$ cat src/hw/rtl/sle_pkg.sv
// sle_pkg: shared types and constants for the sorted list engine
// no dependencies; imported by sle_cell, the core and the testbench
`timescale 1ns / 1ps

package sle_pkg;

  localparam int CAPACITY_DEF = 16;
  localparam int KEY_BITS_DEF = 16;

  localparam int ACTION_W = 2;
  localparam int KEY_IN_W = 16;
  localparam int HANDLE_W = 16;
  localparam int POS_IN_W = 4;
  localparam int COUNT_W  = 5;
  localparam int STATUS_W = 2;

  typedef enum logic [ACTION_W-1:0] {
    ACT_INSERT = 2'd0,
    ACT_REMOVE = 2'd1,
    ACT_READ   = 2'd2
  } action_e;

  typedef enum logic [STATUS_W-1:0] {
    ST_DONE  = 2'd0,
    ST_FULL  = 2'd1,
    ST_RANGE = 2'd2
  } status_e;

  // broadcast to every cell for the request being accepted
  typedef struct packed {
    logic ins;
    logic rem;
  } cell_ctrl_t;

endpackage

$ cat src/hw/rtl/sle_cell.sv
// sle_cell: one list slot, holds a key and a handle and shifts with its neighbors
// depends on sle_pkg for the cell control struct and the handle width
`timescale 1ns / 1ps

module sle_cell #(
  parameter int INDEX = 0,
  parameter int KEY_W = 16,
  parameter int CNT_W = 5,
  parameter int POS_W = 5
) (
  input  logic                      clk_i,
  input  sle_pkg::cell_ctrl_t       ctrl_i,
  input  logic [CNT_W-1:0]          count_i,
  input  logic [POS_W-1:0]          pos_i,
  input  logic [KEY_W-1:0]          new_key_i,
  input  logic [sle_pkg::HANDLE_W-1:0] new_handle_i,
  input  logic                      left_lt_i,
  input  logic [KEY_W-1:0]          left_key_i,
  input  logic [sle_pkg::HANDLE_W-1:0] left_handle_i,
  input  logic [KEY_W-1:0]          right_key_i,
  input  logic [sle_pkg::HANDLE_W-1:0] right_handle_i,
  output logic                      lt_o,
  output logic [KEY_W-1:0]          key_o,
  output logic [sle_pkg::HANDLE_W-1:0] handle_o
);
  import sle_pkg::*;

  logic [KEY_W-1:0]    key_q, key_d;
  logic [HANDLE_W-1:0] handle_q, handle_d;
  logic                occupied;
  logic                at_or_after;

  assign occupied    = CNT_W'(INDEX) < count_i;
  assign at_or_after = POS_W'(INDEX) >= pos_i;
  // stored entries are sorted, so the less-than flags form a prefix
  assign lt_o        = occupied && (key_q < new_key_i);

  always_comb begin
    key_d    = key_q;
    handle_d = handle_q;
    if (ctrl_i.ins && !lt_o) begin
      if (left_lt_i) begin
        key_d    = new_key_i;
        handle_d = new_handle_i;
      end else begin
        key_d    = left_key_i;
        handle_d = left_handle_i;
      end
    end else if (ctrl_i.rem && at_or_after) begin
      key_d    = right_key_i;
      handle_d = right_handle_i;
    end
  end

  always_ff @(posedge clk_i) begin
    key_q    <= key_d;
    handle_q <= handle_d;
  end

  assign key_o    = key_q;
  assign handle_o = handle_q;

endmodule

$ cat src/hw/rtl/sorted_list_engine_core.sv
// sorted_list_engine_core: top level, entry count, request decode, result register
// depends on sle_pkg and sle_cell
`timescale 1ns / 1ps

// Sorted list of up to CAPACITY entries (handle plus key) kept in ascending key
// order in a row of cells. An insert lands ahead of equal keys; a remove closes
// the gap; a read returns the entry at a position. Every request gives one result
// with the entry count after it. One request is taken per cycle: all cells compare
// their key against the new key and shift in the same cycle, and the result sits
// in an output register from the cycle after acceptance. A new request is taken while
// the result register is empty or its result is being taken in that cycle.
// Entry storage needs no initialization after reset.
module sorted_list_engine_core #(
  parameter int CAPACITY = sle_pkg::CAPACITY_DEF,
  parameter int KEY_BITS = sle_pkg::KEY_BITS_DEF
) (
  input  logic                          clk_i,
  input  logic                          rst_ni,
  input  logic                          in_valid_i,
  output logic                          in_ready_o,
  input  logic [sle_pkg::ACTION_W-1:0]  action_i,
  input  logic [sle_pkg::KEY_IN_W-1:0]  sort_key_i,
  input  logic [sle_pkg::HANDLE_W-1:0]  entry_handle_i,
  input  logic [sle_pkg::POS_IN_W-1:0]  position_i,
  output logic                          out_valid_o,
  input  logic                          out_ready_i,
  output logic [sle_pkg::HANDLE_W-1:0]  out_handle_o,
  output logic [sle_pkg::KEY_IN_W-1:0]  out_key_o,
  output logic [sle_pkg::COUNT_W-1:0]   entry_count_o,
  output logic [sle_pkg::STATUS_W-1:0]  status_o
);
  import sle_pkg::*;

  localparam int KW   = (KEY_BITS < KEY_IN_W) ? KEY_BITS : KEY_IN_W;
  localparam int CW   = $clog2(CAPACITY + 1);
  localparam int PW   = (CW > POS_IN_W) ? CW : POS_IN_W;
  localparam int RD_N = (CAPACITY < (1 << POS_IN_W)) ? CAPACITY : (1 << POS_IN_W);

  logic                in_acc;
  logic [CW-1:0]       count_q, count_d;
  logic [PW-1:0]       pos_ext, cnt_ext;
  logic [KW-1:0]       new_key;
  cell_ctrl_t          ctrl;

  logic                lt_w     [CAPACITY];
  logic [KW-1:0]       key_w    [CAPACITY];
  logic [HANDLE_W-1:0] handle_w [CAPACITY];

  logic [KW-1:0]       rd_key;
  logic [HANDLE_W-1:0] rd_handle;

  logic                out_valid_q;
  logic [HANDLE_W-1:0] out_handle_q, out_handle_d;
  logic [KEY_IN_W-1:0] out_key_q, out_key_d;
  logic [COUNT_W-1:0]  out_count_q;
  status_e             status_q, status_d;

  assign in_ready_o = !out_valid_q || out_ready_i;
  assign in_acc     = in_valid_i && in_ready_o;
  assign pos_ext    = PW'(position_i);
  assign cnt_ext    = PW'(count_q);
  assign new_key    = sort_key_i[KW-1:0];

  // read mux, only the first positions are addressable
  always_comb begin
    rd_key    = '0;
    rd_handle = '0;
    for (int i = 0; i < RD_N; i++) begin
      if (PW'(i) == pos_ext) begin
        rd_key    = key_w[i];
        rd_handle = handle_w[i];
      end
    end
  end

  always_comb begin
    ctrl         = '0;
    count_d      = count_q;
    status_d     = ST_DONE;
    out_handle_d = '0;
    out_key_d    = '0;
    unique case (action_i)
      ACT_INSERT: begin
        if (count_q == CW'(CAPACITY)) begin
          status_d = ST_FULL;
        end else begin
          ctrl.ins = in_acc;
          count_d  = count_q + 1'b1;
        end
      end
      ACT_REMOVE: begin
        if (pos_ext >= cnt_ext) begin
          status_d = ST_RANGE;
        end else begin
          ctrl.rem = in_acc;
          count_d  = count_q - 1'b1;
        end
      end
      ACT_READ: begin
        if (pos_ext >= cnt_ext) begin
          status_d = ST_RANGE;
        end else begin
          out_handle_d = rd_handle;
          out_key_d    = KEY_IN_W'(rd_key);
        end
      end
      default: begin
        status_d = ST_DONE;
      end
    endcase
  end

  for (genvar g = 0; g < CAPACITY; g++) begin : g_cell
    logic                left_lt;
    logic [KW-1:0]       left_key, right_key;
    logic [HANDLE_W-1:0] left_handle, right_handle;

    if (g == 0) begin : g_first
      assign left_lt     = 1'b1;
      assign left_key    = '0;
      assign left_handle = '0;
    end else begin : g_mid
      assign left_lt     = lt_w[g-1];
      assign left_key    = key_w[g-1];
      assign left_handle = handle_w[g-1];
    end

    if (g == CAPACITY - 1) begin : g_last
      assign right_key    = key_w[g];
      assign right_handle = handle_w[g];
    end else begin : g_inner
      assign right_key    = key_w[g+1];
      assign right_handle = handle_w[g+1];
    end

    sle_cell #(
      .INDEX (g),
      .KEY_W (KW),
      .CNT_W (CW),
      .POS_W (PW)
    ) u_cell (
      .clk_i          (clk_i),
      .ctrl_i         (ctrl),
      .count_i        (count_q),
      .pos_i          (pos_ext),
      .new_key_i      (new_key),
      .new_handle_i   (entry_handle_i),
      .left_lt_i      (left_lt),
      .left_key_i     (left_key),
      .left_handle_i  (left_handle),
      .right_key_i    (right_key),
      .right_handle_i (right_handle),
      .lt_o           (lt_w[g]),
      .key_o          (key_w[g]),
      .handle_o       (handle_w[g])
    );
  end

  always_ff @(posedge clk_i or negedge rst_ni) begin
    if (!rst_ni) begin
      count_q     <= '0;
      out_valid_q <= 1'b0;
    end else begin
      if (in_acc) begin
        count_q     <= count_d;
        out_valid_q <= 1'b1;
      end else if (out_ready_i) begin
        out_valid_q <= 1'b0;
      end
    end
  end

  always_ff @(posedge clk_i) begin
    if (in_acc) begin
      out_handle_q <= out_handle_d;
      out_key_q    <= out_key_d;
      out_count_q  <= COUNT_W'(count_d);
      status_q     <= status_d;
    end
  end

  assign out_valid_o   = out_valid_q;
  assign out_handle_o  = out_handle_q;
  assign out_key_o     = out_key_q;
  assign entry_count_o = out_count_q;
  assign status_o      = status_q;

  a_count_bound : assert property (@(posedge clk_i) disable iff (!rst_ni)
    count_q <= CW'(CAPACITY))
    else $error("entry count above capacity");

  a_full_hold : assert property (@(posedge clk_i) disable iff (!rst_ni)
    (in_acc && action_i == ACT_INSERT && count_q == CW'(CAPACITY)) |=> $stable(count_q))
    else $error("refused insert changed the entry count");

  a_result_count : assert property (@(posedge clk_i) disable iff (!rst_ni)
    in_acc |=> (out_valid_o && entry_count_o == COUNT_W'(count_q)))
    else $error("result missing or count mismatch");

  a_full_status : assert property (@(posedge clk_i) disable iff (!rst_ni)
    (out_valid_o && status_o == ST_FULL) |-> (count_q == CW'(CAPACITY)))
    else $error("full status with room left");

endmodule

$ cat config.mk
export PLATFORM = sky130hd
export DESIGN_NAME = sorted_list_engine_core
export DESIGN_NICKNAME = d
export VERILOG_FILES = /design/src/hw/rtl/sle_pkg.sv /design/src/hw/rtl/sle_cell.sv /design/src/hw/rtl/sorted_list_engine_core.sv
export SDC_FILE = /design/constraint.sdc
export NUM_CORES = 2
export LEC_CHECK = 0
export BUFFER_PORTS_ARGS = -buffer_cell sky130_fd_sc_hd__buf_2
export CORE_AREA = 8 8 272 274
export CTS_CLUSTER_DIAMETER = 100
export DETAILED_ROUTE_END_ITERATION = 12
export DIE_AREA = 0 0 280 282
export PLACE_DENSITY = 0.67
export SYNTH_ARGS = -nofsm -noshare
export SYNTH_HDL_FRONTEND = slang
export SYNTH_SLANG_ARGS = --single-unit
$ cat constraint.sdc
create_clock -name clk_i -period 14.35 [get_ports clk_i]
set_clock_uncertainty 0.05 [all_clocks]
set_input_delay 2.87 -clock clk_i [delete_from_list [all_inputs] [get_ports clk_i]]
set_output_delay 2.87 -clock clk_i [all_outputs]
set_load 0.01 [all_outputs]
==> results.md <==
* Detailed placer's ending HPWL at 97690 microns
* 1st-iter DRT viols at 3788
* Post-synth EDFFs at 551
* Post-CTS setup buffer count at 0
* Final critical-path setup slack at 7329 ps
* Final setup TNS at 0 ps
* H-tree depth at 3
* Synthesis-stage register bit count at about 560
* Max-slew violations at 0
* Initial antenna violation count at 5
* Largest net degree at the start of global routing at 103
* Maximum clock rate at about 140 MHz
* Initial DRT Pass Iterations at 6
* Hold path depth at 2
* Critical path peak fanout at 65
* IO Pins at 83
* Share of layout cells above drive strength 1 at roughly 13%
* Die footprint at about 79000 sq um
* Post-DP Area at about 39000 sq um
* Vias in the first global route at 31930
* Die Ht at 282 microns
* FF-to-FF setup slack at ~9300 ps
* Critical Path AT at 7210 ps
* Routed len/inst at ~31 microns
* CP most frequent cell: buf_4
* Clock transition at path regs at 60 ps
* Status: completed
* Final Core Density at 59.07%
* Synthesized area at 37880 sq um
* Crit share post-route at around half
* Reg power frac at roughly two fifths
* Die W at about 280 microns
* CP max stage delay at 630 ps
* Hold Crit Class: flop to flop
* Comb power frac at 28.9%
* CTS Hold Bufs at 0
* # DRC at 0
* GRT Residual Overflow at 0
* Tightest Pin Transition at 1386 ps
* Peak VDD IR at 0.08984 mV
* Area growth syn-to-layout at 8.446%
* Seq/Total Area, Yosys at ~44%
* Hold wc startpoint: out_valid_o
* IO buf count at 82
* Setup CP Type: input pin to flop
* WHS at 481.4 ps
* Critical path's slowest cell: buf_4
* Syn. warnings at 0
* Clk_lat worst skew at 620 ps
* Antenna viol nets, final at 0
* Place WS at 6874 ps
* Global-route usage over all layers at 34.54%
* First-pass GRT wire length at 207200 microns
* Mapped Cells at ~3600
* Final Hold Vio Count at 0
* Final setup viols at 0
* Total wire length after detailed routing at 140500 microns
* Clock share of power at 30.7%
* Starting density of the core at 54.47%
* RSZ-0062 raised after global routing: false
* Routability congestion estimate at slightly below 1
* # rows at 97
* Leak pwr at 15.78 nW
* Pwr Total at between 5 and 6 mW
* CP delay by family, top: buffers and inverters
* Switch share at 34.60%
* Syn Area/Cell at 10.42 sq um
* WP data required at 14530 ps
* PwrDens at ~130 nW/um^2
* Non-Filler Instances at 4548
* Cells along the critical path: buf_2 > inv_1 > ha_1 > and4_1 > a2111oi_0 > o21ai_0 > a21oi_4 > buf_4 > nand2b_1 > buf_4 > o21ai_4
* Reg2reg path depth at 10
* Async set-reset flop share out of synthesis at 1.077%
* Clock sinks at 557
* Root Buffer: clkbuf_16
* Placed cell count at approximately 4400
* Maxcap violations at 0
* Sw power at around 1.8 mW
* Dominant synthesized flop cell: edfxtp_1
* Total number of vias at 32360
* WHS Endpoint: out_valid_o
* Int Pwr at roughly 3.4 mW
* NumNets Final at 3848
* CTS buffer count at 66
* Max-slew headroom at between 7 and 8%
* Post-CTS sizing at 0
* CTS tree: yes
* Clock Path Buffers at 3
* Core ar. at 69540 sq um
* CP Buf/Inv Count at 4
* Reg2reg start: cnt_ext[1]
* Via density at just over 7
* Element type at the critical path end: flop
* Startpoint types: input pin
* Worst reg2reg endpoint: g_cell[15].u_cell.handle_o[3]
* Fin crit period at around 7000 ps
* Total nets after synthesis at 3929
* Netlist cell types at 79
* Final Cell Area at 41080 sq um
-- worst reg2reg max path, delay by kind of cell (launching register included) --
kind,cells,cell delay [ps]
AO/OA/AOI/OAI,2,1050
adder cells (fa/ha/maj),1,290
AND/OR/NAND/NOR,4,1120
buffers and inverters,3,1440
flip-flops,1,780
-- layout make-up --
| cell class | instances | area (sq um) |
|---|---|---|
| multi-input cells | 2728 | 20050 |
| flip-flops and latches | 557 | 16700 |
| fillers | 5847 | 28460 |
| diodes | 5 | 12.51 |
| repair buffers | 164 | 1072 |
| clock inverters | 27 | 157.7 |
| well taps | 940 | 1176 |
| clock buffers | 89 | 1768 |
| inverters | 38 | 142.6 |
-- layout by cell type (no fill, tap or decap), types with 8 or more instances in the layout --
cell type	netlist	final
o221ai_1	8	8
nand2_1	216	214
clkinv_1	1	16
ha_1	251	251
a22oi_1	28	28
a22o_1	17	17
edfxtp_1	551	551
a211oi_1	25	25
o22ai_1	55	51
a2111oi_0	12	12
o221a_1	30	30
buf_2	90	80
a31oi_1	38	38
mux2_2	119	119
o21ai_1	114	112
mux4_2	8	8
mux2_1	30	30
clkbuf_1	184	20
a221oi_1	25	25
mux2i_1	434	434
buf_4	10	80
o21ai_0	306	302
nor4_1	18	18
o32ai_1	21	20
or2_2	38	38
nor2b_1	33	31
inv_1	36	34
a21o_1	44	44
nand3_1	23	22
a21oi_1	362	358
nor3_1	21	21
o211ai_1	22	22
nor2_1	271	262
nand2b_1	29	28
o31ai_1	11	10
o21a_1	8	8
nand4_1	26	26
clkbuf_16	0	66
-- worst max path at each step --
stage | startpoint | end | slack (ps) | depth (start not counted)
after CTS | sort_key_i[6] | g_cell[7].u_cell.key_o[3] | 7460 | 11
after floorplan | position_i[0] | g_cell[1].u_cell.handle_o[0] | 5620 | 11
after global placement | sort_key_i[6] | g_cell[10].u_cell.key_o[2] | 6950 | 10
after global routing | sort_key_i[6] | g_cell[7].u_cell.key_o[2] | 7010 | 11
final | sort_key_i[6] | g_cell[7].u_cell.handle_o[6] | 7330 | 11
after detailed placement | sort_key_i[6] | g_cell[7].u_cell.key_o[1] | 6870 | 11
-- state kept, by name, indices dropped and copies added (netlist names) --
signal                  cells
out_valid_o                 1
g_cell.u_cell.handle_o    256
status_o                    2
entry_count_o               5
g_cell.u_cell.key_o       256
cnt_ext                     5
out_handle_o               16
out_key_o                  16
-- cells in the mapped netlist, drive strengths merged, types with 26 or more instances --
| master | count | area, sq um |
|---|---|---|
| inv | 37 | 138.9 |
| a21oi | 364 | 1829 |
| or2 | 38 | 237.7 |
| nor2 | 272 | 1023 |
| buf | 126 | 683.2 |
| nand2 | 216 | 810.8 |
| o22ai | 55 | 344.1 |
| mux2i | 434 | 4344 |
| o21ai | 420 | 2102 |
| mux2 | 149 | 1678 |
| nand4 | 26 | 162.7 |
| nand2b | 29 | 181.4 |
| nor2b | 33 | 206.5 |
| a21o | 44 | 330.3 |
| a31oi | 38 | 237.7 |
| a22oi | 28 | 210.2 |
| o221a | 34 | 382.9 |
| clkbuf | 187 | 705.7 |
| ha | 251 | 3141 |
| edfxtp | 551 | 16550 |
| a211oi | 26 | 200.2 |
-- logic make-up after synthesis --
logic type	after synthesis	share of synthesized area, %
xor+xnor	1	0.02313
fa+ha+maj	251	8.291
flops	557	44.08
buf+inv	351	4.043
simple gates	702	8.301
mux	591	16.37
compound gates	1183	18.89
-- power by group through the flow --
stage	registers, mW	clock network [mW]	logic (mW)
detailed placement	2.12	0	1.45
global placement	2.11	0	1.42
CTS	2.08	1.59	1.45
floorplan	2.04	0	1.06
global route	2.09	1.64	1.58
finish	2.09	1.58	1.49
-- metal layers --
| layer | global-route usage (%) | part of all wire (%) | up-vias | wire length [microns] |
|---|---|---|---|---|
| met5 | 0 | 0.011 | - | 15 |
| met4 | 19.56 | 6.1 | 2 | 8639 |
| met3 | 5.262 | 8.9 | 508 | 12550 |
| met2 | 56.72 | 47 | 2135 | 65620 |
| met1 | 43.47 | 38 | 15930 | 53670 |
| li1 | - | - | 13780 | - |
No activity file was read; power rests on OpenSTA's default activity.
